===== src/rcm_pkg.sv =====
// Shared types and constants for the RSA character exponentiation block.
`timescale 1ns / 1ps
`default_nettype none
package rcm_pkg;

  localparam int VAL_W  = 16;
  localparam int CFG_W  = 16;
  localparam int EXP_W  = 16;
  localparam int RES_W  = 16;
  localparam int CHAR_W = 8;
  localparam int IDX_W  = 2;
  localparam int PC_W   = 4;
  localparam int ECNT_W = 5;

  localparam logic [VAL_W-1:0]  CHAR_OFFSET   = 16'd96;
  localparam logic [CHAR_W-1:0] CHAR_OFFSET_C = 8'd96;

  localparam logic [CFG_W-1:0] MODULUS_RST = 16'd2491;
  localparam logic [CFG_W-1:0] ENC_EXP_RST = 16'd3;
  localparam logic [CFG_W-1:0] DEC_EXP_RST = 16'd1595;

  typedef enum logic [IDX_W-1:0] {
    REG_MODULUS = 2'd0,
    REG_ENC_EXP = 2'd1,
    REG_DEC_EXP = 2'd2
  } reg_idx_t;

  typedef enum logic {
    OPC_ENCRYPT = 1'b0,
    OPC_DECRYPT = 1'b1
  } opc_t;

  // Datapath operations selected by the microcode.
  typedef enum logic [3:0] {
    OP_NOP    = 4'd0,
    OP_INIT   = 4'd1,
    OP_RED    = 4'd2,
    OP_FIX    = 4'd3,
    OP_SQSET  = 4'd4,
    OP_DBL    = 4'd5,
    OP_ADD    = 4'd6,
    OP_SQEND  = 4'd7,
    OP_MULEND = 4'd8,
    OP_ENEXT  = 4'd9,
    OP_OUT    = 4'd10
  } op_t;

  // Jump conditions.
  typedef enum logic [2:0] {
    JC_NONE   = 3'd0,
    JC_NSMALL = 3'd1,
    JC_MORE   = 3'd2,
    JC_EBIT0  = 3'd3,
    JC_EMORE  = 3'd4,
    JC_OBUSY  = 3'd5
  } jc_t;

  typedef struct packed {
    op_t             op;
    jc_t             jc;
    logic [PC_W-1:0] target;
  } uword_t;

  typedef struct packed {
    logic start;
    op_t  op;
  } dp_ctrl_t;

  typedef struct packed {
    logic n_small;
    logic more;
    logic ebit0;
    logic emore;
    logic obusy;
  } dp_stat_t;

endpackage
`default_nettype wire


===== src/rcm_in_if.sv =====
// Input channel: one character or ciphertext residue per beat.
`timescale 1ns / 1ps
`default_nettype none
interface rcm_in_if;
  logic                      valid;
  logic                      ready;
  logic                      opcode;
  logic [rcm_pkg::VAL_W-1:0] value;

  modport source (output valid, output opcode, output value, input ready);
  modport sink   (input valid, input opcode, input value, output ready);
endinterface
`default_nettype wire


===== src/rcm_out_if.sv =====
// Result channel: residue and character code per beat.
`timescale 1ns / 1ps
`default_nettype none
interface rcm_out_if;
  logic                       valid;
  logic                       ready;
  logic [rcm_pkg::RES_W-1:0]  residue;
  logic [rcm_pkg::CHAR_W-1:0] char_code;

  modport source (output valid, output residue, output char_code, input ready);
  modport sink   (input valid, input residue, input char_code, output ready);
endinterface
`default_nettype wire


===== src/rcm_cfg_if.sv =====
// Configuration write channel: register index and write data per beat.
`timescale 1ns / 1ps
`default_nettype none
interface rcm_cfg_if;
  logic                      valid;
  logic                      ready;
  logic [rcm_pkg::IDX_W-1:0] index;
  logic [rcm_pkg::CFG_W-1:0] data;

  modport source (output valid, output index, output data, input ready);
  modport sink   (input valid, input index, input data, output ready);
endinterface
`default_nettype wire


===== src/rcm_ucode_rom.sv =====
// Microcode program for the square-and-multiply sequencer.
`timescale 1ns / 1ps
`default_nettype none
module rcm_ucode_rom (
  input  wire logic [rcm_pkg::PC_W-1:0] pc,
  output rcm_pkg::uword_t               word
);
  import rcm_pkg::*;

  localparam logic [PC_W-1:0] S_INIT  = 4'd0;
  localparam logic [PC_W-1:0] S_RED   = 4'd1;
  localparam logic [PC_W-1:0] S_FIX   = 4'd2;
  localparam logic [PC_W-1:0] S_SQSET = 4'd3;
  localparam logic [PC_W-1:0] S_SQDBL = 4'd4;
  localparam logic [PC_W-1:0] S_SQADD = 4'd5;
  localparam logic [PC_W-1:0] S_SQEND = 4'd6;
  localparam logic [PC_W-1:0] S_MDBL  = 4'd7;
  localparam logic [PC_W-1:0] S_MADD  = 4'd8;
  localparam logic [PC_W-1:0] S_MEND  = 4'd9;
  localparam logic [PC_W-1:0] S_ENEXT = 4'd10;
  localparam logic [PC_W-1:0] S_OUT   = 4'd11;

  always_comb begin
    unique case (pc)
      S_INIT:  word = '{op: OP_INIT,   jc: JC_NSMALL, target: S_OUT};
      S_RED:   word = '{op: OP_RED,    jc: JC_MORE,   target: S_RED};
      S_FIX:   word = '{op: OP_FIX,    jc: JC_NONE,   target: S_INIT};
      S_SQSET: word = '{op: OP_SQSET,  jc: JC_NONE,   target: S_INIT};
      S_SQDBL: word = '{op: OP_DBL,    jc: JC_NONE,   target: S_INIT};
      S_SQADD: word = '{op: OP_ADD,    jc: JC_MORE,   target: S_SQDBL};
      // A clear exponent bit skips the multiply by the base.
      S_SQEND: word = '{op: OP_SQEND,  jc: JC_EBIT0,  target: S_ENEXT};
      S_MDBL:  word = '{op: OP_DBL,    jc: JC_NONE,   target: S_INIT};
      S_MADD:  word = '{op: OP_ADD,    jc: JC_MORE,   target: S_MDBL};
      S_MEND:  word = '{op: OP_MULEND, jc: JC_NONE,   target: S_INIT};
      S_ENEXT: word = '{op: OP_ENEXT,  jc: JC_EMORE,  target: S_SQSET};
      S_OUT:   word = '{op: OP_OUT,    jc: JC_OBUSY,  target: S_OUT};
      default: word = '{op: OP_NOP,    jc: JC_NONE,   target: S_INIT};
    endcase
  end

endmodule
`default_nettype wire


===== src/rcm_seq.sv =====
// Microcode sequencer: step counter, jump logic and input handshake.
`timescale 1ns / 1ps
`default_nettype none
module rcm_seq (
  input  wire logic          clk,
  input  wire logic          rst_n,
  input  wire logic          in_valid,
  output logic               in_ready,
  input  wire rcm_pkg::dp_stat_t stat,
  output rcm_pkg::dp_ctrl_t  ctrl
);
  import rcm_pkg::*;

  typedef enum logic [1:0] {
    SEQ_IDLE = 2'b01,
    SEQ_RUN  = 2'b10
  } seq_state_t;

  seq_state_t      state_r, state_nxt;
  logic [PC_W-1:0] pc_r, pc_nxt;
  uword_t          word;
  logic            taken;

  rcm_ucode_rom u_rom (
    .pc   (pc_r),
    .word (word)
  );

  always_comb begin
    unique case (word.jc)
      JC_NONE:   taken = 1'b0;
      JC_NSMALL: taken = stat.n_small;
      JC_MORE:   taken = stat.more;
      JC_EBIT0:  taken = stat.ebit0;
      JC_EMORE:  taken = stat.emore;
      JC_OBUSY:  taken = stat.obusy;
      default:   taken = 1'b0;
    endcase
  end

  assign in_ready   = (state_r == SEQ_IDLE);
  assign ctrl.start = in_valid && (state_r == SEQ_IDLE);
  assign ctrl.op    = (state_r == SEQ_RUN) ? word.op : OP_NOP;

  always_comb begin
    state_nxt = state_r;
    pc_nxt    = pc_r;
    unique case (state_r)
      SEQ_IDLE: begin
        if (in_valid) begin
          state_nxt = SEQ_RUN;
          pc_nxt    = '0;
        end
      end
      SEQ_RUN: begin
        if (taken) begin
          pc_nxt = word.target;
        end else if (word.op == OP_OUT) begin
          state_nxt = SEQ_IDLE;
          pc_nxt    = '0;
        end else begin
          pc_nxt = pc_r + 1'b1;
        end
      end
      default: begin
        state_nxt = SEQ_IDLE;
        pc_nxt    = '0;
      end
    endcase
  end

  always_ff @(posedge clk) begin
    if (!rst_n) begin
      state_r <= SEQ_IDLE;
      pc_r    <= '0;
    end else begin
      state_r <= state_nxt;
      pc_r    <= pc_nxt;
    end
  end

endmodule
`default_nettype wire


===== src/rcm_dp.sv =====
// Datapath: shared modular adder, operand registers and output register.
`timescale 1ns / 1ps
`default_nettype none
module rcm_dp #(
  parameter int MOD_WIDTH = 16
) (
  input  wire logic                        clk,
  input  wire logic                        rst_n,
  input  wire rcm_pkg::dp_ctrl_t           ctrl,
  output rcm_pkg::dp_stat_t                stat,
  input  wire logic                        in_opcode,
  input  wire logic [rcm_pkg::VAL_W-1:0]   in_value,
  input  wire logic [rcm_pkg::CFG_W-1:0]   modulus,
  input  wire logic [rcm_pkg::CFG_W-1:0]   enc_exp,
  input  wire logic [rcm_pkg::CFG_W-1:0]   dec_exp,
  input  wire logic                        out_ready,
  output logic                             out_valid,
  output logic [rcm_pkg::RES_W-1:0]        out_residue,
  output logic [rcm_pkg::CHAR_W-1:0]       out_char
);
  import rcm_pkg::*;

  localparam int W       = MOD_WIDTH;
  localparam int CNT_MAX = (W > VAL_W) ? W : VAL_W;
  localparam int CNT_W   = $clog2(CNT_MAX + 1);

  logic [W-1:0]       n_r, n_nxt;
  logic [EXP_W-1:0]   e_r, e_nxt;
  logic [VAL_W-1:0]   d_r, d_nxt;
  logic               neg_r, neg_nxt;
  logic [W-1:0]       b_r, b_nxt;
  logic [W-1:0]       r_r, r_nxt;
  logic [W-1:0]       x_r, x_nxt;
  logic [W-1:0]       y_r, y_nxt;
  logic [W-1:0]       p_r, p_nxt;
  logic [CNT_W-1:0]   cnt_r, cnt_nxt;
  logic [ECNT_W-1:0]  ecnt_r, ecnt_nxt;
  logic               out_valid_r, out_valid_nxt;
  logic [RES_W-1:0]   out_res_r, out_res_nxt;
  logic [CHAR_W-1:0]  out_char_r, out_char_nxt;

  logic [W+CFG_W-1:0] n_ext;
  logic [W+RES_W-1:0] r_ext;
  logic [W-1:0]       add_b;
  logic               add_cin;
  logic [W:0]         add_sum;
  logic [W:0]         add_dif;
  logic [W-1:0]       add_res;
  logic [W-1:0]       neg_res;

  assign n_ext = {{W{1'b0}}, modulus};
  assign r_ext = {{RES_W{1'b0}}, r_r};

  // Modular add: p + b + cin reduced once, valid because p and b stay below n.
  assign add_b   = (ctrl.op == OP_ADD) ? (x_r[W-1] ? y_r : '0) : p_r;
  assign add_cin = (ctrl.op == OP_RED) ? d_r[VAL_W-1] : 1'b0;
  assign add_sum = {1'b0, p_r} + {1'b0, add_b} + {{W{1'b0}}, add_cin};
  assign add_dif = add_sum - {1'b0, n_r};
  assign add_res = (add_sum >= {1'b0, n_r}) ? add_dif[W-1:0] : add_sum[W-1:0];
  assign neg_res = n_r - p_r;

  assign stat.n_small = (n_r < W'(2));
  assign stat.more    = (cnt_r != CNT_W'(1));
  assign stat.emore   = (ecnt_r != ECNT_W'(1));
  assign stat.ebit0   = !e_r[EXP_W-1];
  assign stat.obusy   = out_valid_r && !out_ready;

  always_comb begin
    n_nxt         = n_r;
    e_nxt         = e_r;
    d_nxt         = d_r;
    neg_nxt       = neg_r;
    b_nxt         = b_r;
    r_nxt         = r_r;
    x_nxt         = x_r;
    y_nxt         = y_r;
    p_nxt         = p_r;
    cnt_nxt       = cnt_r;
    ecnt_nxt      = ecnt_r;
    out_valid_nxt = out_valid_r && !out_ready;
    out_res_nxt   = out_res_r;
    out_char_nxt  = out_char_r;

    if (ctrl.start) begin
      n_nxt = n_ext[W-1:0];
      if (in_opcode == OPC_DECRYPT) begin
        d_nxt   = in_value;
        neg_nxt = 1'b0;
        e_nxt   = dec_exp;
      end else begin
        e_nxt = enc_exp;
        // Characters below the offset are reduced by magnitude and negated later.
        if (in_value >= CHAR_OFFSET) begin
          d_nxt   = in_value - CHAR_OFFSET;
          neg_nxt = 1'b0;
        end else begin
          d_nxt   = CHAR_OFFSET - in_value;
          neg_nxt = 1'b1;
        end
      end
    end

    unique case (ctrl.op)
      OP_NOP: begin
      end
      OP_INIT: begin
        r_nxt   = '0;
        p_nxt   = '0;
        cnt_nxt = CNT_W'(VAL_W);
      end
      OP_RED: begin
        p_nxt   = add_res;
        d_nxt   = {d_r[VAL_W-2:0], 1'b0};
        cnt_nxt = cnt_r - 1'b1;
      end
      OP_FIX: begin
        b_nxt    = (neg_r && (p_r != '0)) ? neg_res : p_r;
        r_nxt    = {{(W-1){1'b0}}, 1'b1};
        ecnt_nxt = ECNT_W'(EXP_W);
      end
      OP_SQSET: begin
        x_nxt   = r_r;
        y_nxt   = r_r;
        p_nxt   = '0;
        cnt_nxt = CNT_W'(W);
      end
      OP_DBL: begin
        p_nxt = add_res;
      end
      OP_ADD: begin
        p_nxt   = add_res;
        x_nxt   = {x_r[W-2:0], 1'b0};
        cnt_nxt = cnt_r - 1'b1;
      end
      OP_SQEND: begin
        r_nxt   = p_r;
        x_nxt   = p_r;
        y_nxt   = b_r;
        p_nxt   = '0;
        cnt_nxt = CNT_W'(W);
      end
      OP_MULEND: begin
        r_nxt = p_r;
      end
      OP_ENEXT: begin
        e_nxt    = {e_r[EXP_W-2:0], 1'b0};
        ecnt_nxt = ecnt_r - 1'b1;
      end
      OP_OUT: begin
        if (!stat.obusy) begin
          out_valid_nxt = 1'b1;
          out_res_nxt   = r_ext[RES_W-1:0];
          out_char_nxt  = r_ext[CHAR_W-1:0] + CHAR_OFFSET_C;
        end
      end
      default: begin
      end
    endcase
  end

  always_ff @(posedge clk) begin
    if (!rst_n) begin
      out_valid_r <= 1'b0;
    end else begin
      out_valid_r <= out_valid_nxt;
    end
  end

  always_ff @(posedge clk) begin
    n_r        <= n_nxt;
    e_r        <= e_nxt;
    d_r        <= d_nxt;
    neg_r      <= neg_nxt;
    b_r        <= b_nxt;
    r_r        <= r_nxt;
    x_r        <= x_nxt;
    y_r        <= y_nxt;
    p_r        <= p_nxt;
    cnt_r      <= cnt_nxt;
    ecnt_r     <= ecnt_nxt;
    out_res_r  <= out_res_nxt;
    out_char_r <= out_char_nxt;
  end

  assign out_valid   = out_valid_r;
  assign out_residue = out_res_r;
  assign out_char    = out_char_r;

endmodule
`default_nettype wire


===== src/rsa_char_modexp.sv =====
// Top level of the RSA character exponentiation block.
// Usage:
//   in_if takes one beat per item: opcode 0 encrypts a character code (the
//   code minus 96, reduced below the modulus), opcode 1 decrypts a residue.
//   out_if returns one beat per item with the residue (value to the selected
//   exponent modulo the modulus) and char_code, the low byte of residue + 96.
//   cfg_if writes the modulus (index 0), the encrypt exponent (index 1) and
//   the decrypt exponent (index 2); it is always ready and is meant to be
//   written only while no item is in flight.
// Operation:
//   One item at a time. After the accepting edge the microcode reduces the
//   value modulo the modulus, then squares for each exponent bit and
//   multiplies by the base for each set bit. The modular multiply is
//   bit-serial: each multiplier bit takes a doubling step and an add step
//   through one shared modular adder.
//   A modulus below two gives residue 0.
// Reset clears the sequencer and the output valid and loads the default keys.
// A stalled receiver holds the result in the output register; the sequencer
// still takes a new item, but waits at its last step until that beat is taken.
`timescale 1ns / 1ps
`default_nettype none
module rsa_char_modexp #(
  parameter int MOD_WIDTH = 16
) (
  input  wire logic  clk,
  input  wire logic  rst_n,
  rcm_in_if.sink     in_if,
  rcm_out_if.source  out_if,
  rcm_cfg_if.sink    cfg_if
);
  import rcm_pkg::*;

  logic [CFG_W-1:0] modulus_r, modulus_nxt;
  logic [CFG_W-1:0] enc_exp_r, enc_exp_nxt;
  logic [CFG_W-1:0] dec_exp_r, dec_exp_nxt;

  dp_ctrl_t ctrl;
  dp_stat_t stat;

  assign cfg_if.ready = 1'b1;

  always_comb begin
    modulus_nxt = modulus_r;
    enc_exp_nxt = enc_exp_r;
    dec_exp_nxt = dec_exp_r;
    if (cfg_if.valid) begin
      unique case (cfg_if.index)
        REG_MODULUS: modulus_nxt = cfg_if.data;
        REG_ENC_EXP: enc_exp_nxt = cfg_if.data;
        REG_DEC_EXP: dec_exp_nxt = cfg_if.data;
        default: begin
        end
      endcase
    end
  end

  always_ff @(posedge clk) begin
    if (!rst_n) begin
      modulus_r <= MODULUS_RST;
      enc_exp_r <= ENC_EXP_RST;
      dec_exp_r <= DEC_EXP_RST;
    end else begin
      modulus_r <= modulus_nxt;
      enc_exp_r <= enc_exp_nxt;
      dec_exp_r <= dec_exp_nxt;
    end
  end

  rcm_seq u_seq (
    .clk      (clk),
    .rst_n    (rst_n),
    .in_valid (in_if.valid),
    .in_ready (in_if.ready),
    .stat     (stat),
    .ctrl     (ctrl)
  );

  rcm_dp #(
    .MOD_WIDTH (MOD_WIDTH)
  ) u_dp (
    .clk         (clk),
    .rst_n       (rst_n),
    .ctrl        (ctrl),
    .stat        (stat),
    .in_opcode   (in_if.opcode),
    .in_value    (in_if.value),
    .modulus     (modulus_r),
    .enc_exp     (enc_exp_r),
    .dec_exp     (dec_exp_r),
    .out_ready   (out_if.ready),
    .out_valid   (out_if.valid),
    .out_residue (out_if.residue),
    .out_char    (out_if.char_code)
  );

endmodule
`default_nettype wire


===== src/flat_wrapper.sv =====
// flat-port wrapper written by rule: the top's interface ports become plain ports
module rsa_char_modexp_flat import rcm_pkg::*;
#(
  parameter int MOD_WIDTH = 16
)
  (clk, rst_n, in_if_valid, in_if_opcode, in_if_value, in_if_ready, out_if_valid, out_if_residue, out_if_char_code, out_if_ready, cfg_if_valid, cfg_if_index, cfg_if_data, cfg_if_ready);
  rcm_in_if in_if_i ();
  rcm_out_if out_if_i ();
  rcm_cfg_if cfg_if_i ();
  input  wire logic clk;
  input  wire logic rst_n;
  input wire logic [$bits(in_if_i.valid)-1:0] in_if_valid;
  input wire logic [$bits(in_if_i.opcode)-1:0] in_if_opcode;
  input wire logic [$bits(in_if_i.value)-1:0] in_if_value;
  output wire logic [$bits(in_if_i.ready)-1:0] in_if_ready;
  output wire logic [$bits(out_if_i.valid)-1:0] out_if_valid;
  output wire logic [$bits(out_if_i.residue)-1:0] out_if_residue;
  output wire logic [$bits(out_if_i.char_code)-1:0] out_if_char_code;
  input wire logic [$bits(out_if_i.ready)-1:0] out_if_ready;
  input wire logic [$bits(cfg_if_i.valid)-1:0] cfg_if_valid;
  input wire logic [$bits(cfg_if_i.index)-1:0] cfg_if_index;
  input wire logic [$bits(cfg_if_i.data)-1:0] cfg_if_data;
  output wire logic [$bits(cfg_if_i.ready)-1:0] cfg_if_ready;
  assign in_if_i.valid = in_if_valid;
  assign in_if_i.opcode = in_if_opcode;
  assign in_if_i.value = in_if_value;
  assign in_if_ready = in_if_i.ready;
  assign out_if_valid = out_if_i.valid;
  assign out_if_residue = out_if_i.residue;
  assign out_if_char_code = out_if_i.char_code;
  assign out_if_i.ready = out_if_ready;
  assign cfg_if_i.valid = cfg_if_valid;
  assign cfg_if_i.index = cfg_if_index;
  assign cfg_if_i.data = cfg_if_data;
  assign cfg_if_ready = cfg_if_i.ready;
  rsa_char_modexp #(.MOD_WIDTH(MOD_WIDTH)) u_core (.clk(clk), .rst_n(rst_n), .in_if(in_if_i), .out_if(out_if_i), .cfg_if(cfg_if_i));
endmodule

===== config.mk =====
export PLATFORM = sky130hd
export DESIGN_NAME = rsa_char_modexp_flat
export DESIGN_NICKNAME = d
export VERILOG_FILES = /design/src/rcm_pkg.sv /design/src/rcm_in_if.sv /design/src/rcm_out_if.sv /design/src/rcm_cfg_if.sv /design/src/rcm_ucode_rom.sv /design/src/rcm_seq.sv /design/src/rcm_dp.sv /design/src/rsa_char_modexp.sv /design/src/flat_wrapper.sv
export SDC_FILE = /design/constraint.sdc
export NUM_CORES = 1
export LEC_CHECK = 0
export BUFFER_PORTS_ARGS = -buffer_cell sky130_fd_sc_hd__buf_2
export CAP_MARGIN = 20
export CORE_MARGIN = 2
export CORE_UTILIZATION = 55
export CTS_CLUSTER_DIAMETER = 200
export DETAILED_ROUTE_END_ITERATION = 16
export MAX_ROUTING_LAYER = met4
export PLACE_DENSITY_LB_ADDON = 0.08
export SYNTH_ARGS = -nofsm -noshare
export SYNTH_HDL_FRONTEND = slang
export SYNTH_HIERARCHICAL = 1
export SYNTH_SLANG_ARGS = --single-unit

===== constraint.sdc =====
create_clock -name clk -period 8.98 [get_ports clk]
set_input_delay 1.796 -clock clk [delete_from_list [all_inputs] [get_ports clk]]
set_output_delay 1.796 -clock clk [all_outputs]
set_load 0.02 [all_outputs]

Word-level counts from Yosys, hierarchy flattened
Memory sizes are Yosys's and may differ from the RTL's. A register that Yosys moved wholly into a read port is not among the register bits.
Cells that the tools add are included.
W data, S select, Z words.

cells by class
  add/subtract/negate cells = 10
  bitwise gates (word level) = 1
  reduce and logical (&&, ||, !) cells = 24
  multiplexer cells = 32
  magnitude comparators = 3
  equal/unequal tests = 25

operator list
  kind                     number
  $mux W16                 11
  $pmux W16 S3             2
  $pmux W16 S2             2
  $sub A16 B16 Y16         2
  $mux W4                  6
  $pmux W5 S2              2
  $add A16 B16 Y17         1
  $add A17 B1 Y17          1
  $ge A17 B16 Y1           1
  $eq A4 B3 Y1 const B     4
  $eq A4 B4 Y1 const B     4
  $ge A16 B7 Y1 const B    1
  $lt A16 B2 Y1 const B    1
  $reduce_bool A16 Y1      1
  $sub A16 B7 Y16 const B  1
  $sub A7 B16 Y16 const A  1
  $reduce_bool A2 Y1       6
  $ne A5 B1 Y1 const B     2
  $sub A5 B1 Y5 const B    2
  $add A8 B7 Y8 const B    1
  $eq A4 B2 Y1 const B     2
  $pmux W4 S2              1
  $reduce_and A2 Y1        4
  $eq A3 B2 Y1 const B     2
  20 further kinds         34

word-level totals
  memories = 1
  bits in read-only memories = 176
  input bits = 40
  register bits = 218
  output and inout port bits = 27
  word-level logic and storage cells = 117

memory list
  name             words  width  read ports  clocked after Yosys merged registers in  write ports  line                 text
  (no name shown)  16     11     1           1                                        0            rcm_ucode_rom.sv:24  unique case (pc)

Longest topological paths before layout
  word-level depth = 9
  mapped depth = 31

Modules after synthesis
Netlist, hierarchy kept.

by module, submodules not included
  module           area each (um^2)  seq. area each (um^2)  times used  cells an instance
  rcm_dp           9,699.3           4,744.6                1           947
  rsa_char_modexp  1,955.6           960.9                  1           189
  rcm_seq          459.2             120.1                  1           49
  rcm_ucode_rom    245.2             0.0                    1           35

Worst setup path before layout
Ideal clock, no wire load.

  kind = flip-flop to flip-flop
  from = register, netlist name u_core/u_seq/pc_r[0]
  to = register u_core.u_dp.p_r[10], data pin
  cell stages (with the launch flop) = 31
  library setup time = 0.266 ns
  slack = 3.156 ns
  clock period less this slack = 5.824 ns
  path buffers = 5
  arrival time = 5.558 ns
  cells stage by stage = dfxtp_1 > inv_1 > ha_1 > mux2i_1 > and2_1 > clkbuf_1 > nand2b_1 > or3_1 > clkbuf_1 > clkbuf_1 > nand2_1 > o21ai_0 > fa_1 > fa_1 > nand3_1 > a31oi_1 > o21ai_0 > nand2b_1 > a21oi_1 > xnor2_1 > ha_1 > buf_2 > nand4_1 > nor3_1 > a21boi_2 > o31ai_2 > o21a_1 > o21ai_2 > buf_6 > mux2i_1 > nor2_1

RTL lines
  item                    line           text
  end signal: assignment  rcm_dp.sv:178  p_r <= p_nxt;
  end: declaration        rcm_dp.sv:35   logic [W-1:0] p_r, p_nxt;

==> results.rst <==
.. list-table::
   :header-rows: 1

   * - Metric
     - Value
   * - Sequential-to-total area share from yosys stat
     - 0.471
   * - Worst Setup End Kind
     - flop
   * - Filler cell count
     - between 1500 and 2000
   * - Number of DRC violations after detailed routing
     - 0
   * - Sequential share of power
     - 0.448
   * - Final Hold Vio Count
     - 0
   * - PostCTS Resize Cnt
     - 0
   * - Period minus WS final
     - just over 7 ns
   * - Most common library cell in the layout ignoring fill and taps
     - sky130_fd_sc_hd__nand2_1
   * - Buffers inserted during post-CTS setup optimization
     - 0
   * - Primary flip-flop cell chosen by synthesis mapping
     - sky130_fd_sc_hd__edfxtp_1
   * - CTS max path bufs
     - 3
   * - Average wire per standard cell
     - ~18 um
   * - Overflow left after global routing
     - 0
   * - Total via count in the routed design
     - 8969
   * - Num CTS Buffers
     - 24
   * - Slew Viols, Final
     - 0
   * - Combined global-route utilization of all metal layers
     - 0.246
   * - CTS HTree Levels
     - 1
   * - Number of flops mapped to enable cells by yosys
     - around 160
   * - Number of routed nets with antenna violations
     - 0
   * - First-pass GRT wire length
     - approximately 45 mm
   * - Global-route track usage on met1
     - 0.348
   * - Async SR Flop Fraction
     - 0
   * - XOR/XNOR share of the synthesized area
     - 0.0340
   * - Multiplexer share of the synthesized area
     - 0.0884
   * - Number of buffers added to fix hold violations after cts
     - 0
   * - Compound-cell area share of the yosys netlist
     - 0.123
   * - Average footprint of a synthesized cell
     - about 10 um2
   * - Number of warnings reported in the yosys synthesis log
     - 6
   * - CTS Sinks
     - between 200 and 250
   * - Clock tree from TritonCTS
     - yes
   * - CP max stage cell
     - sky130_fd_sc_hd__o21ai_2
   * - Relative max-transition margin
     - 0.307
   * - DIE AREA
     - around 24000 um2
   * - Type of the worst setup path
     - flop to flop
   * - Number of design-rule violations left by the first detailed-router iteration
     - 590
   * - Distinct cell type count after synthesis
     - 87
   * - Die height
     - between 150 and 200 um
   * - Highest-count cells in the layout ignoring fill and taps
     - sky130_fd_sc_hd__nand2_1, sky130_fd_sc_hd__edfxtp_1, sky130_fd_sc_hd__nor2_1, sky130_fd_sc_hd__mux2i_1, sky130_fd_sc_hd__o21ai_0
   * - Worst min path class
     - flop to flop
   * - Reported net switching power
     - about 570 uW
   * - Effective utilization at floorplan
     - 0.563
   * - Number of antenna violations at the first check in global routing
     - 0
   * - Synthesis-stage register bit count
     - about 210
   * - Number of top-level pins
     - 67
   * - Final cell area excluding filler cells
     - 13700 um2
   * - Max-cap check violation count
     - 0
   * - Main combinational cell family by area after synthesis
     - simple AND/OR/NAND/NOR gates
   * - Max Clock Skew
     - between 0.015 and 0.02 ns
   * - Layout net count
     - about 1400
   * - Placement-stage cell area
     - 12800 um2
   * - Count of input and output buffers
     - 65
   * - GR met2 Demand/Resource
     - 0.374
   * - Root buffer cell
     - sky130_fd_sc_hd__clkbuf_16
   * - Number of detailed-routing iterations run before antenna repair
     - 6
   * - Number of nets in the synthesized netlist
     - 1324
   * - Maximum number of pins on one net before global-route repair
     - 73
   * - Die outline width
     - around 150 um
   * - Share of power burned in the clock network
     - 0.440
   * - Util after Layout
     - 0.624
   * - Largest voltage drop on the vdd net
     - 124 uV
   * - Portion of the clock cycle consumed by the worst path in the final layout
     - 0.811
   * - Leak
     - roughly 0.0055 uW
   * - Met3 routing resource usage after global routing
     - 0.0248
   * - Pint
     - around 1900 uW
   * - Run status
     - finished clean
   * - Vias per Instance
     - ~5.8
   * - Placer's final routability congestion estimate
     - 0.910
   * - Total power per unit cell area
     - about 180 nW/um2
   * - Type of element launching the critical path
     - flop
   * - Cell row count
     - 54
   * - Clock transition at the register clock pins on the worst setup and hold paths after CTS
     - around 0.060 ns
   * - Number of inserted diodes
     - 0
   * - RSZ-0062 raised after global routing
     - no
   * - Summed instance area of the synthesized netlist
     - about 12000 um2
   * - Simple-gate area share of the yosys netlist
     - 0.167
   * - Routed wire length
     - ~28 mm
   * - Core area
     - between 20000 and 25000 um2
   * - Arr. time, crit path
     - 7.50 ns
   * - Slew at the pin closest to its max-slew limit
     - just over 1 ns
   * - Final count of negative-setup-slack endpoints
     - 0
   * - Insertion delay of the later-clocked pin in the worst-skew pair
     - 0.52 ns
   * - Synthesized-area fraction occupied by adder cells
     - 0.0672
   * - Data required, critical path
     - ~9 ns
   * - Area Growth Syn to Fin
     - 10.8%
   * - Area of combinational cells with multiple inputs
     - 5970 um2
   * - Top Usage Layer GRT
     - met2
   * - Fraction of layout cells with a size suffix above 1
     - 0.135
   * - Final total negative setup slack
     - 0 ns
   * - Delay of the slowest critical-path stage
     - roughly 0.78 ns
   * - Fmax achieved
     - 137 MHz
   * - Via count of the first global-routing pass
     - around 8300
   * - Switching share of total power
     - 0.232
   * - Combined flip-flop and latch cell area
     - approximately 5800 um2
   * - Number of standard cells after synthesis
     - about 1200
   * - CP max FO
     - 32
   * - Post-DP HPWL
     - 20.3 mm
   * - Fraction of power consumed by combinational cells
     - 0.112
-- per-layer routing --
layer / share of wire / wire length, um
met1: 0.47 / 13100
met2: 0.44 / 12600
met3: 0.054 / 1530
met4: 0.036 / 1010
met5: 0 / 0
-- power groups by stage --
| stage | combinational, uW | clock (uW) | sequential [uW] |
|---|---|---|---|
| 2_1_floorplan | 213 | 0 | 1120 |
| 3_3_place_gp | 266 | 0 | 1130 |
| 3_5_place_dp | 272 | 0 | 1130 |
| 4_1_cts | 274 | 1110 | 1110 |
| 5_1_grt | 309 | 1150 | 1110 |
| 6_report | 277 | 1090 | 1110 |
-- final cells by class --
type	instances	area share
clock inverter	12	0.0161
timing repair buffer	75	0.0292
clock buffer	32	0.0492
tap	280	0.0256
sequential	213	0.425
multi-input combinational	878	0.436
inverter	68	0.0186
-- path summary, 6_finish.rpt --
path	startpoint	to	slack [ns]	cells past startpoint
max	u_core/u_seq/pc_r[0]	u_core/u_dp/p_r[6]	1.70	27
min	u_core/modulus_r[9]	u_core/u_dp/n_r[9]	0.44	0
max reg2reg	u_core/u_seq/pc_r[0]	u_core/u_dp/p_r[6]	1.70	27
min reg2reg	u_core/modulus_r[9]	u_core/u_dp/n_r[9]	0.44	0
-- metrics by stage --
| stage | setup WS (ns) | instances | hold WS [ns] | total power [uW] |
|---|---|---|---|---|
| 2_1_floorplan | 3.16 | 1220 | 0.408 | 1340 |
| 3_3_place_gp | 2.03 | 1514 | 0.414 | 1400 |
| 3_5_place_dp | 1.82 | 1514 | 0.422 | 1400 |
| 4_1_cts | 1.76 | 1558 | 0.437 | 2500 |
| 5_1_grt | 1.10 | 1558 | 0.446 | 2570 |
| 6_report | 1.70 | 1558 | 0.437 | 2480 |
-- synth_stat cells (10+ instances only) --
cell type | count | area, um2
sky130_fd_sc_hd__nor2_1 | 96 | 360
sky130_fd_sc_hd__o21ai_0 | 76 | 380
sky130_fd_sc_hd__o31ai_1 | 20 | 150
sky130_fd_sc_hd__clkbuf_1 | 34 | 128
sky130_fd_sc_hd__edfxtp_1 | 156 | 4680
sky130_fd_sc_hd__nor4_1 | 10 | 62.6
sky130_fd_sc_hd__o21a_1 | 11 | 82.6
sky130_fd_sc_hd__nor2b_1 | 29 | 181
sky130_fd_sc_hd__ha_1 | 60 | 751
sky130_fd_sc_hd__nand2b_1 | 19 | 119
sky130_fd_sc_hd__o21ai_1 | 15 | 75.1
sky130_fd_sc_hd__inv_1 | 65 | 244
sky130_fd_sc_hd__nand2_1 | 166 | 623
sky130_fd_sc_hd__mux2_2 | 17 | 191
sky130_fd_sc_hd__xor2_1 | 18 | 158
sky130_fd_sc_hd__xnor2_1 | 30 | 263
sky130_fd_sc_hd__a21oi_1 | 46 | 230
sky130_fd_sc_hd__a211oi_1 | 10 | 75.1
sky130_fd_sc_hd__mux2i_1 | 90 | 901
sky130_fd_sc_hd__o211ai_1 | 10 | 75.1
sky130_fd_sc_hd__nor3_1 | 13 | 65.1
sky130_fd_sc_hd__dfxtp_1 | 57 | 1140
sky130_fd_sc_hd__nand3_1 | 19 | 95.1
-- logic make-up (layout without fill, tap and decap cells) --
| family | count (synthesis) | after routing |
|---|---|---|
| AO/OA/AOI/OAI | 237 | 237 |
| XOR/XNOR | 48 | 48 |
| adder cells (fa/ha/maj) | 64 | 64 |
| buffers and inverters | 129 | 187 |
| flip-flops | 213 | 213 |
| multiplexers | 107 | 107 |
| other | 1 | 1 |
| AND/OR/NAND/NOR | 421 | 421 |
-- critical path: cells and delay by family, from the launching register on --
kind	cells	cell delay, ns
buffers and inverters	2	0.34
AO/OA/AOI/OAI	10	2.14
flip-flops	1	0.49
adder cells (fa/ha/maj)	4	1.60
XOR/XNOR	1	0.12
multiplexers	1	0.32
AND/OR/NAND/NOR	9	1.98
No activity file was read; power rests on OpenSTA's default activity.
